## config.mk

```make
export PLATFORM = sky130hd
export DESIGN_NAME = stop_and_wait_link_control_core
export DESIGN_NICKNAME = d
export VERILOG_FILES = /design/src/rtl/sawlc_pkg.sv /design/src/rtl/stop_and_wait_link_control_core.sv
export SDC_FILE = /design/constraint.sdc
export NUM_CORES = 2
export LEC_CHECK = 0
export BUFFER_PORTS_ARGS = -buffer_cell sky130_fd_sc_hd__buf_2
export CORE_UTILIZATION = 60
export CTS_BUF_LIST = sky130_fd_sc_hd__clkbuf_4
export DETAILED_ROUTE_END_ITERATION = 7
export GPL_TIMING_DRIVEN = 0
export PLACE_DENSITY = 0.88
export SLEW_MARGIN = 10
export SYNTH_ARGS = -nofsm -noshare
export SYNTH_HDL_FRONTEND = slang
export SYNTH_SLANG_ARGS = --single-unit
export TNS_END_PERCENT = 5
```

## constraint.sdc

```tcl
create_clock -name clk_i -period 42 [get_ports clk_i]
set_input_delay 4.2 -clock clk_i [delete_from_list [all_inputs] [get_ports clk_i]]
set_output_delay 4.2 -clock clk_i [all_outputs]
set_load 0.02 [all_outputs]
```

## src/rtl/sawlc_pkg.sv

```systemverilog
// Package for the stop-and-wait link controller: event and result codes,
// the result word type and register indexes. No dependencies.
`timescale 1ns / 1ps

package sawlc_pkg;

  typedef enum logic [1:0] {
    REQ_QUEUE = 2'd0,
    REQ_RX    = 2'd1,
    REQ_ACK   = 2'd2,
    REQ_TICK  = 2'd3
  } req_e;

  typedef enum logic [2:0] {
    OUT_ACK_SENT = 3'd0,
    OUT_NEW_MSG  = 3'd1,
    OUT_RESEND   = 3'd2,
    OUT_GAVE_UP  = 3'd3,
    OUT_RX_VERD  = 3'd4,
    OUT_Q_FULL   = 3'd5
  } out_kind_e;

  typedef struct packed {
    out_kind_e   kind;
    logic [3:0]  msg_kind;
    logic [15:0] frame_id;
    logic [63:0] payload;
    logic [3:0]  retry;
    logic        dup;
  } res_t;

  localparam logic [0:0] CFG_ACK_TIMEOUT = 1'b0;
  localparam logic [0:0] CFG_RETRY_LIMIT = 1'b1;

  localparam logic [7:0] ACK_TIMEOUT_RST = 8'd10;
  localparam logic [3:0] RETRY_LIMIT_RST = 4'd3;

  localparam int unsigned MAX_RES = 3;

endpackage

```

## src/rtl/stop_and_wait_link_control_core.sv

```systemverilog
// Top level of the stop-and-wait link controller: input register, event logic,
// transmit queue memory and result buffer. Depends on sawlc_pkg.
`timescale 1ns / 1ps

// Usage:
// Events enter on the s_axis channel: tuser carries the event type (queue,
// data frame received, ack received, tick) and tdata the frame fields. Results
// leave on the m_axis channel with the result kind in tuser; tlast marks the
// final result word caused by one event. Configuration is to be written
// through cfg_we_i / cfg_idx_i / cfg_wdata_i only while the block is idle;
// the block itself does not enforce this. A word accepted on s_axis is held
// in the input register and evaluated from it once the result buffer can
// load; its results are registered into the three-entry result buffer. An
// event with k results occupies the buffer until all k are taken; the buffer
// sends one result word per cycle while m_axis_tready is high. The next event
// is evaluated in the cycle the last result of the previous one is taken.
// The transmit queue is a memory of QUEUE_DEPTH entries with a registered
// read port that always holds the current head entry.
// Reset clears all link state and loads the register defaults (timeout 10
// ticks, retry limit 3); no clearing pass is needed. When the receiver stalls,
// the result buffer holds, the input register fills and s_axis_tready drops.
module stop_and_wait_link_control_core #(
  parameter int unsigned QUEUE_DEPTH = 16
) (
  input  logic        clk_i,
  input  logic        rst_ni,
  // Configuration write port.
  input  logic        cfg_we_i,
  input  logic [0:0]  cfg_idx_i,
  input  logic [7:0]  cfg_wdata_i,
  // Event input.
  input  logic        s_axis_tvalid,
  output logic        s_axis_tready,
  // tdata: msg_kind[3:0], frame_id[19:4], payload_word[83:20], slot_open[84]
  input  logic [87:0] s_axis_tdata,
  // tuser: req_type[1:0]
  input  logic [1:0]  s_axis_tuser,
  // Result output.
  output logic        m_axis_tvalid,
  input  logic        m_axis_tready,
  // tdata: out_msg_kind[3:0], out_frame_id[19:4], out_payload[83:20],
  //        retry_number[87:84], is_duplicate[88]
  output logic [95:0] m_axis_tdata,
  // tuser: out_kind[2:0]
  output logic [2:0]  m_axis_tuser,
  output logic        m_axis_tlast
);
  import sawlc_pkg::*;

  localparam int unsigned PtrW = $clog2(QUEUE_DEPTH);
  localparam int unsigned CntW = $clog2(QUEUE_DEPTH + 1);
  localparam logic [PtrW-1:0] LastPtr = PtrW'(QUEUE_DEPTH - 1);
  localparam logic [CntW-1:0] DepthCnt = CntW'(QUEUE_DEPTH);

  // Configuration registers.
  logic [7:0] timeout_q;
  logic [3:0] retry_lim_q;

  always_ff @(posedge clk_i or negedge rst_ni) begin
    if (!rst_ni) begin
      timeout_q   <= ACK_TIMEOUT_RST;
      retry_lim_q <= RETRY_LIMIT_RST;
    end else if (cfg_we_i) begin
      case (cfg_idx_i)
        CFG_ACK_TIMEOUT: timeout_q   <= cfg_wdata_i;
        CFG_RETRY_LIMIT: retry_lim_q <= cfg_wdata_i[3:0];
        default: ;
      endcase
    end
  end

  // Input register.
  logic        in_vld_q, in_vld_d;
  req_e        in_req_q;
  logic [3:0]  in_mk_q;
  logic [15:0] in_id_q;
  logic [63:0] in_pay_q;
  logic        in_slot_q;
  logic        in_acc;
  logic        proc;

  // Result buffer.
  res_t       res_q [MAX_RES];
  logic [1:0] res_cnt_q, res_cnt_d;
  logic [1:0] res_rd_q, res_rd_d;
  logic       can_load;
  logic       out_acc;

  assign in_acc        = s_axis_tvalid && s_axis_tready;
  assign out_acc       = m_axis_tvalid && m_axis_tready;
  assign m_axis_tvalid = (res_cnt_q != 2'd0);
  assign can_load      = !m_axis_tvalid || (m_axis_tready && (res_rd_q == res_cnt_q - 2'd1));
  assign proc          = in_vld_q && can_load;
  assign s_axis_tready = !in_vld_q || proc;

  always_comb begin
    in_vld_d = in_vld_q;
    if (in_acc) begin
      in_vld_d = 1'b1;
    end else if (proc) begin
      in_vld_d = 1'b0;
    end
  end

  always_ff @(posedge clk_i or negedge rst_ni) begin
    if (!rst_ni) begin
      in_vld_q <= 1'b0;
    end else begin
      in_vld_q <= in_vld_d;
    end
  end

  always_ff @(posedge clk_i) begin
    if (in_acc) begin
      in_req_q  <= req_e'(s_axis_tuser);
      in_mk_q   <= s_axis_tdata[3:0];
      in_id_q   <= s_axis_tdata[19:4];
      in_pay_q  <= s_axis_tdata[83:20];
      in_slot_q <= s_axis_tdata[84];
    end
  end

  // Link state.
  logic            ack_owed_q, ack_owed_d;
  logic [15:0]     ack_id_q, ack_id_d;
  logic [3:0]      ack_kind_q, ack_kind_d;
  logic            rx_seen_q, rx_seen_d;
  logic [15:0]     rx_last_q, rx_last_d;
  logic            awaiting_q, awaiting_d;
  logic [15:0]     out_id_q, out_id_d;
  logic [3:0]      out_kind_q, out_kind_d;
  logic [63:0]     out_pay_q, out_pay_d;
  logic [7:0]      ticks_q, ticks_d;
  logic [3:0]      resend_q, resend_d;
  logic [15:0]     next_id_q, next_id_d;
  logic [PtrW-1:0] head_q, head_d;
  logic [PtrW-1:0] tail_q, tail_d;
  logic [CntW-1:0] fifo_cnt_q, fifo_cnt_d;

  // Transmit queue memory; the read register always tracks the head entry.
  logic [67:0]     fifo_mem [QUEUE_DEPTH];
  logic [67:0]     head_data_q;
  logic            fifo_we;
  logic [67:0]     fifo_wdata;

  res_t       new_res [MAX_RES];
  logic [1:0] new_n;

  always_comb begin
    logic       dup;
    logic [7:0] t_inc;
    logic       await_mid;
    ack_owed_d = ack_owed_q;
    ack_id_d   = ack_id_q;
    ack_kind_d = ack_kind_q;
    rx_seen_d  = rx_seen_q;
    rx_last_d  = rx_last_q;
    awaiting_d = awaiting_q;
    out_id_d   = out_id_q;
    out_kind_d = out_kind_q;
    out_pay_d  = out_pay_q;
    ticks_d    = ticks_q;
    resend_d   = resend_q;
    next_id_d  = next_id_q;
    head_d     = head_q;
    tail_d     = tail_q;
    fifo_cnt_d = fifo_cnt_q;
    fifo_we    = 1'b0;
    fifo_wdata = {in_mk_q, in_pay_q};
    new_n      = 2'd0;
    for (int i = 0; i < MAX_RES; i++) begin
      new_res[i] = '0;
    end
    dup       = rx_seen_q && (in_id_q == rx_last_q);
    t_inc     = (ticks_q == 8'hFF) ? ticks_q : ticks_q + 8'd1;
    await_mid = awaiting_q;

    if (proc) begin
      case (in_req_q)
        REQ_QUEUE: begin
          if (fifo_cnt_q < DepthCnt) begin
            fifo_we    = 1'b1;
            tail_d     = (tail_q == LastPtr) ? '0 : tail_q + 1'b1;
            fifo_cnt_d = fifo_cnt_q + 1'b1;
          end else begin
            new_res[0].kind     = OUT_Q_FULL;
            new_res[0].msg_kind = in_mk_q;
            new_n               = 2'd1;
          end
        end
        REQ_RX: begin
          ack_owed_d = 1'b1;
          ack_id_d   = in_id_q;
          ack_kind_d = in_mk_q;
          if (!dup) begin
            rx_seen_d = 1'b1;
            rx_last_d = in_id_q;
          end
          new_res[0].kind     = OUT_RX_VERD;
          new_res[0].msg_kind = in_mk_q;
          new_res[0].frame_id = in_id_q;
          new_res[0].dup      = dup;
          new_n               = 2'd1;
        end
        REQ_ACK: begin
          if (awaiting_q && (out_id_q == in_id_q)) begin
            awaiting_d = 1'b0;
            resend_d   = 4'd0;
          end
        end
        default: begin
          ticks_d = t_inc;
          if (in_slot_q) begin
            if (ack_owed_q) begin
              new_res[new_n].kind     = OUT_ACK_SENT;
              new_res[new_n].msg_kind = ack_kind_q;
              new_res[new_n].frame_id = ack_id_q;
              new_n                   = new_n + 2'd1;
              ack_owed_d              = 1'b0;
            end
            if (awaiting_q && (t_inc >= timeout_q)) begin
              if (resend_q < retry_lim_q) begin
                resend_d                = resend_q + 4'd1;
                ticks_d                 = 8'd0;
                new_res[new_n].kind     = OUT_RESEND;
                new_res[new_n].msg_kind = out_kind_q;
                new_res[new_n].frame_id = out_id_q;
                new_res[new_n].payload  = out_pay_q;
                new_res[new_n].retry    = resend_q + 4'd1;
              end else begin
                await_mid               = 1'b0;
                resend_d                = 4'd0;
                new_res[new_n].kind     = OUT_GAVE_UP;
                new_res[new_n].msg_kind = out_kind_q;
                new_res[new_n].frame_id = out_id_q;
              end
              new_n = new_n + 2'd1;
            end
            awaiting_d = await_mid;
            // A new message goes out only when no ack is awaited.
            if (!await_mid && (fifo_cnt_q != '0)) begin
              out_kind_d              = head_data_q[67:64];
              out_pay_d               = head_data_q[63:0];
              head_d                  = (head_q == LastPtr) ? '0 : head_q + 1'b1;
              fifo_cnt_d              = fifo_cnt_q - 1'b1;
              out_id_d                = next_id_q;
              next_id_d               = next_id_q + 16'd1;
              awaiting_d              = 1'b1;
              ticks_d                 = 8'd0;
              resend_d                = 4'd0;
              new_res[new_n].kind     = OUT_NEW_MSG;
              new_res[new_n].msg_kind = head_data_q[67:64];
              new_res[new_n].frame_id = next_id_q;
              new_res[new_n].payload  = head_data_q[63:0];
              new_n                   = new_n + 2'd1;
            end
          end
        end
      endcase
    end
  end

  always_ff @(posedge clk_i or negedge rst_ni) begin
    if (!rst_ni) begin
      ack_owed_q <= 1'b0;
      ack_id_q   <= '0;
      ack_kind_q <= '0;
      rx_seen_q  <= 1'b0;
      rx_last_q  <= '0;
      awaiting_q <= 1'b0;
      out_id_q   <= '0;
      out_kind_q <= '0;
      out_pay_q  <= '0;
      ticks_q    <= '0;
      resend_q   <= '0;
      next_id_q  <= '0;
      head_q     <= '0;
      tail_q     <= '0;
      fifo_cnt_q <= '0;
    end else begin
      ack_owed_q <= ack_owed_d;
      ack_id_q   <= ack_id_d;
      ack_kind_q <= ack_kind_d;
      rx_seen_q  <= rx_seen_d;
      rx_last_q  <= rx_last_d;
      awaiting_q <= awaiting_d;
      out_id_q   <= out_id_d;
      out_kind_q <= out_kind_d;
      out_pay_q  <= out_pay_d;
      ticks_q    <= ticks_d;
      resend_q   <= resend_d;
      next_id_q  <= next_id_d;
      head_q     <= head_d;
      tail_q     <= tail_d;
      fifo_cnt_q <= fifo_cnt_d;
    end
  end

  // Reading at the next head address with write forwarding keeps the read
  // register equal to the current head entry after every edge.
  always_ff @(posedge clk_i) begin
    if (fifo_we) begin
      fifo_mem[tail_q] <= fifo_wdata;
    end
    if (fifo_we && (tail_q == head_d)) begin
      head_data_q <= fifo_wdata;
    end else begin
      head_data_q <= fifo_mem[head_d];
    end
  end

  // Result buffer control.
  always_comb begin
    res_cnt_d = res_cnt_q;
    res_rd_d  = res_rd_q;
    if (proc) begin
      res_cnt_d = new_n;
      res_rd_d  = 2'd0;
    end else if (out_acc) begin
      if (res_rd_q == res_cnt_q - 2'd1) begin
        res_cnt_d = 2'd0;
        res_rd_d  = 2'd0;
      end else begin
        res_rd_d = res_rd_q + 2'd1;
      end
    end
  end

  always_ff @(posedge clk_i or negedge rst_ni) begin
    if (!rst_ni) begin
      res_cnt_q <= 2'd0;
      res_rd_q  <= 2'd0;
    end else begin
      res_cnt_q <= res_cnt_d;
      res_rd_q  <= res_rd_d;
    end
  end

  always_ff @(posedge clk_i) begin
    if (proc) begin
      for (int i = 0; i < MAX_RES; i++) begin
        res_q[i] <= new_res[i];
      end
    end
  end

  res_t cur_res;
  assign cur_res      = res_q[res_rd_q];
  assign m_axis_tuser = cur_res.kind;
  assign m_axis_tlast = (res_rd_q == res_cnt_q - 2'd1);
  assign m_axis_tdata = {7'd0, cur_res.dup, cur_res.retry, cur_res.payload,
                         cur_res.frame_id, cur_res.msg_kind};

  // Assertions.
  a_res_rd_in_range: assert property (@(posedge clk_i) disable iff (!rst_ni)
    (res_cnt_q != 2'd0) |-> (res_rd_q < res_cnt_q))
    else $error("result read index beyond stored results");

  a_fifo_cnt_bound: assert property (@(posedge clk_i) disable iff (!rst_ni)
    fifo_cnt_q <= DepthCnt)
    else $error("transmit queue count above depth");

  a_fifo_empty_ptrs: assert property (@(posedge clk_i) disable iff (!rst_ni)
    (fifo_cnt_q == '0) |-> (head_q == tail_q))
    else $error("empty transmit queue with unequal pointers");

  a_await_from_send: assert property (@(posedge clk_i) disable iff (!rst_ni)
    !awaiting_q ##1 awaiting_q |-> $past(proc && (in_req_q == REQ_TICK) && in_slot_q))
    else $error("ack wait started without a send on an open slot");

endmodule

```

==> metrics.csv <==
stage,metric,value,unit
global_routing,All-Layer GR Usage,36.53,%
route,WL final,198700,um
place,dpl cell area,69540,sq um
route,vias,41540,
sta,Max Clock Skew,0.1453,ns
sta,Slew HR,17.50,%
synthesis,number of synthesis warnings,0,
sta,unrepaired setup endpoints after global routing,false,
worst_setup_path,CP max stage delay,0.20,ns
clock_tree,clock-pin slew on the worst setup and hold paths,0.06,ns
worst_setup_path,Critical Path Source,m_axis_tready,
global_routing,vias in the first global route,41960,
synthesis,mean post-synth cell area,18.29,sq um
route,initial drt markers,7505,
layout,share of cells above drive strength 1,30.36,%
worst_setup_path,Reg2Reg Capture Point,fifo_mem[0][51]$_DFFE_PP_,
place,detailed placement HPWL,119600,um
floorplan,Die H,331.1,um
floorplan,IO Pins,206,
global_routing,final global-route overflow total,0,
clock_tree,H-tree depth,5,
worst_setup_path,critical path's top delay family,buffers and inverters,
global_routing,largest net degree at the start of global routing,107,
floorplan,Die ar.,109600,sq um
floorplan,Die Wd,331.1,um
power_and_ir_drop,total power,4.761,mW
sta,endpoints failing hold,0,
place,Port Buffer Count,195,
route,DR WL/cell,33.45,um
worst_setup_path,worst r2r src,res_cnt_q[0]$_DFFE_PN0P_,
floorplan,starting density of the core,60.62,%
clock_tree,Worst-Skew Late Latency,1.33,ns
layout,Reg area,47920,sq um
sta,post-route minimum period,9.056,ns
worst_setup_path,data arrival time of the critical path,4.86,ns
run_status,outcome,"finished, final reports clean",
synthesis,"flops & latches, synth",1627,
synthesis,post-synthesis async set-or-reset flop share,11.12,%
floorplan,cell row count,120,
worst_setup_path,Critical Path Start Type,primary input,
synthesis,synthesized area,64990,sq um
synthesis,Netlist cell types,71,
sta,Final period util,21.56,%
sta,fmax,0.1104,GHz
worst_setup_path,crit-path cells,buf_2 -> a21oi_1 -> nand2_1 -> buf_2,
worst_setup_path,Critical Path End,s_axis_tready,
clock_tree,Max Root-Sink Buffers,4,
layout,filler instances,5861,
worst_setup_path,reg2reg setup slack,36.71,ns
clock_tree,PostCTS Resize Cnt,0,
synthesis,Synth Instances,3554,
power_and_ir_drop,Worst VDD drop,0.03724,mV
min_path,HP Class,reg2reg,
clock_tree,Setup Buffers After CTS,0,
worst_setup_path,Critical Path Slowest Stage Cell,a21oi_1,
place,Cell Count Post-Placement,5248,
global_routing,first-pass GRT wire length,283300,um
clock_tree,hold buffers post-CTS,0,
place,pre-CTS setup slack,32.97,ns
route,number of routed nets with antenna violations,0,
sta,endpoints failing setup,0,
route,DRT Pass-1 Iters,8,
worst_setup_path,kind of end point of the critical path,primary output,
worst_setup_path,"Req. time, crit path",37.80,ns
sta,Worst Slack Setup Final,32.94,ns
sta,Fin Hold WS,0.4905,ns
clock_tree,root buffer cell,clkbuf_4,
worst_setup_path,R2R cell count,14,
synthesis,Post-synth EDFFs,1442,
sta,fin. max-slew vios,0,
sta,Worst-Margin Slew,1.238,ns
route,vias per cell,6.993,
layout,post-layout util,69.48,%
worst_setup_path,stages on the worst setup path,4,
synthesis,post-synthesis sequential area ratio,73.73,%
worst_setup_path,worst setup path category,in2out,
layout,final net count,4383,
power_and_ir_drop,Power Density,63.93,nW/um^2
layout,multi-input logic area,16110,sq um
layout,final cell count without fillers,5941,
clock_tree,clock sink count,1627,
worst_setup_path,crit-path max FO,5,
clock_tree,CTS tree,yes,
worst_setup_path,most frequent cell on the critical path,buf_2,
sta,setup_tns,0,ns
power_and_ir_drop,Leak,26.05,nW
synthesis,top_reg_cell synth,edfxtp_1,
job,number of max-cap violations,0,
route,drc violations,0,
layout,post-route cell area,74480,sq um
place,Final GP Congestion,0.9526,
worst_setup_path,Worst Path Buf+Inv,2,
layout,Area growth syn-to-layout,14.61,%
clock_tree,TritonCTS Buffers,396,
global_routing,initial antenna violation count,14,
floorplan,total core area,107200,sq um
==> registers in the layout, indices dropped and copies added, names as in the netlist, 5 cells and up, named ones only <==
register    flops
out_id_q       16
timeout_q       8
out_pay_q      64
fifo_mem     1088
next_id_q      16
fifo_cnt_q      5
ack_id_q       16
in_id_q        16
rx_last_q      16
in_pay_q       64
ticks_q         8
res_q         267
==> cell usage in the layout, fill, tap and decap left out, drive strengths merged, types with 16 or more instances in the layout <==
master / synthesis / layout
nand3: 29 / 29
clkinv: 0 / 96
o31ai: 21 / 21
xnor2: 37 / 37
and2: 95 / 95
xor2: 24 / 24
a22oi: 66 / 66
a21oi: 23 / 23
buf: 102 / 388
ha: 34 / 34
nor2: 137 / 137
a22o: 80 / 80
edfxtp: 1442 / 1442
inv: 27 / 31
nand2: 419 / 419
o21ai: 107 / 107
mux2i: 91 / 91
mux2: 44 / 44
a221oi: 16 / 16
nor3: 20 / 20
mux4: 340 / 340
clkbuf: 112 / 683
dfrtp: 177 / 177
==> cells by family (layout without fill, tap and decap cells) <==
group / count (synthesis) / after routing / synth area share, %
XOR/XNOR: 61 / 61 / 0.8221
other: 1 / 19 / 0.005770
adder cells (fa/ha/maj): 35 / 35 / 0.6854
multiplexers: 475 / 475 / 13.95
AND/OR/NAND/NOR: 755 / 755 / 5.137
flip-flops: 1627 / 1627 / 73.73
buffers and inverters: 241 / 1207 / 1.685
AO/OA/AOI/OAI: 359 / 359 / 3.987
==> area by class of cell <==
cell class	instances	area share [%]
Multi-Input combinational cell	1692	21.63
Buffer	214	1.341
Timing Repair Buffer	286	3.582
Tap cell	1403	2.357
Antenna cell	12	0.04032
Clock buffer	571	5.755
Clock inverter	109	0.8248
Sequential cell	1627	64.33
Inverter	27	0.1361
==> Yosys cell counts (all sizes together), types with 5 or more instances <==
| cell type | count | area, sq um |
|---|---|---|
| and3 | 10 | 62.56 |
| nor4 | 9 | 56.30 |
| ha | 34 | 425.4 |
| a211oi | 5 | 37.54 |
| o21ai | 107 | 539.3 |
| clkbuf | 112 | 420.4 |
| o31ai | 21 | 157.7 |
| nand2 | 419 | 1573 |
| nor2 | 137 | 521.8 |
| and2 | 95 | 594.3 |
| a22o | 80 | 700.7 |
| nand3 | 29 | 145.1 |
| a221oi | 16 | 140.1 |
| a21oi | 23 | 118.9 |
| mux2i | 91 | 910.9 |
| nand4 | 13 | 87.58 |
| mux2 | 44 | 495.5 |
| buf | 102 | 573.1 |
| a22oi | 66 | 495.5 |
| a21o | 6 | 45.04 |
| xnor2 | 37 | 324.1 |
| mux4 | 340 | 7657 |
| dfrtp | 177 | 4429 |
| inv | 27 | 101.3 |
| nor3b | 8 | 60.06 |
| edfxtp | 1442 | 43300 |
| nand2b | 9 | 63.81 |
| nor3 | 20 | 133.9 |
| xor2 | 24 | 210.2 |
==> power breakdown <==
group / internal [mW] / total (mW) / switching [mW]
Sequential: 2.00 / 2.14 / 0.140
Clock: 0.660 / 1.33 / 0.669
Combinational: 0.471 / 1.29 / 0.822
Total: 3.13 / 4.76 / 1.63
==> how the worst min path moves through the flow <==
stage | start | to | cells past startpoint
6_report | rx_seen_q$_DFFE_PN0P_ | rx_seen_q$_DFFE_PN0P_ | 1
5_1_grt | rx_seen_q$_DFFE_PN0P_ | rx_seen_q$_DFFE_PN0P_ | 1
4_1_cts | rx_seen_q$_DFFE_PN0P_ | rx_seen_q$_DFFE_PN0P_ | 1
3_5_place_dp | rx_seen_q$_DFFE_PN0P_ | rx_seen_q$_DFFE_PN0P_ | 1
3_3_place_gp | rx_seen_q$_DFFE_PN0P_ | rx_seen_q$_DFFE_PN0P_ | 1
2_1_floorplan | rx_seen_q$_DFFE_PN0P_ | rx_seen_q$_DFFE_PN0P_ | 1
==> worst register-to-register path, stage by stage (launching register included) <==
cell and delay [ns]:
dfrtp_1 0.40, inv_1 0.06, ha_1 0.30, xor2_1 0.22
a31o_2 0.24, nand2_1 0.16, inv_2 0.24, clkbuf_4 0.70
buf_16 0.36, nand3_1 0.52, nor3_2 0.84, buf_6 0.28
buf_4 0.26, buf_6 0.20, buf_4 0.22
==> metal layers <==
| layer | track usage (%) | part of all wire (%) | vias up |
|---|---|---|---|
| li1 | - | - | 15650 |
| met1 | 44.32 | 31 | 19960 |
| met2 | 55.64 | 46 | 4680 |
| met3 | 12.86 | 15 | 1243 |
| met4 | 24.52 | 8.0 | 14 |
| met5 | 0 | 0.049 | - |
No activity file was read; power rests on OpenSTA's default activity.
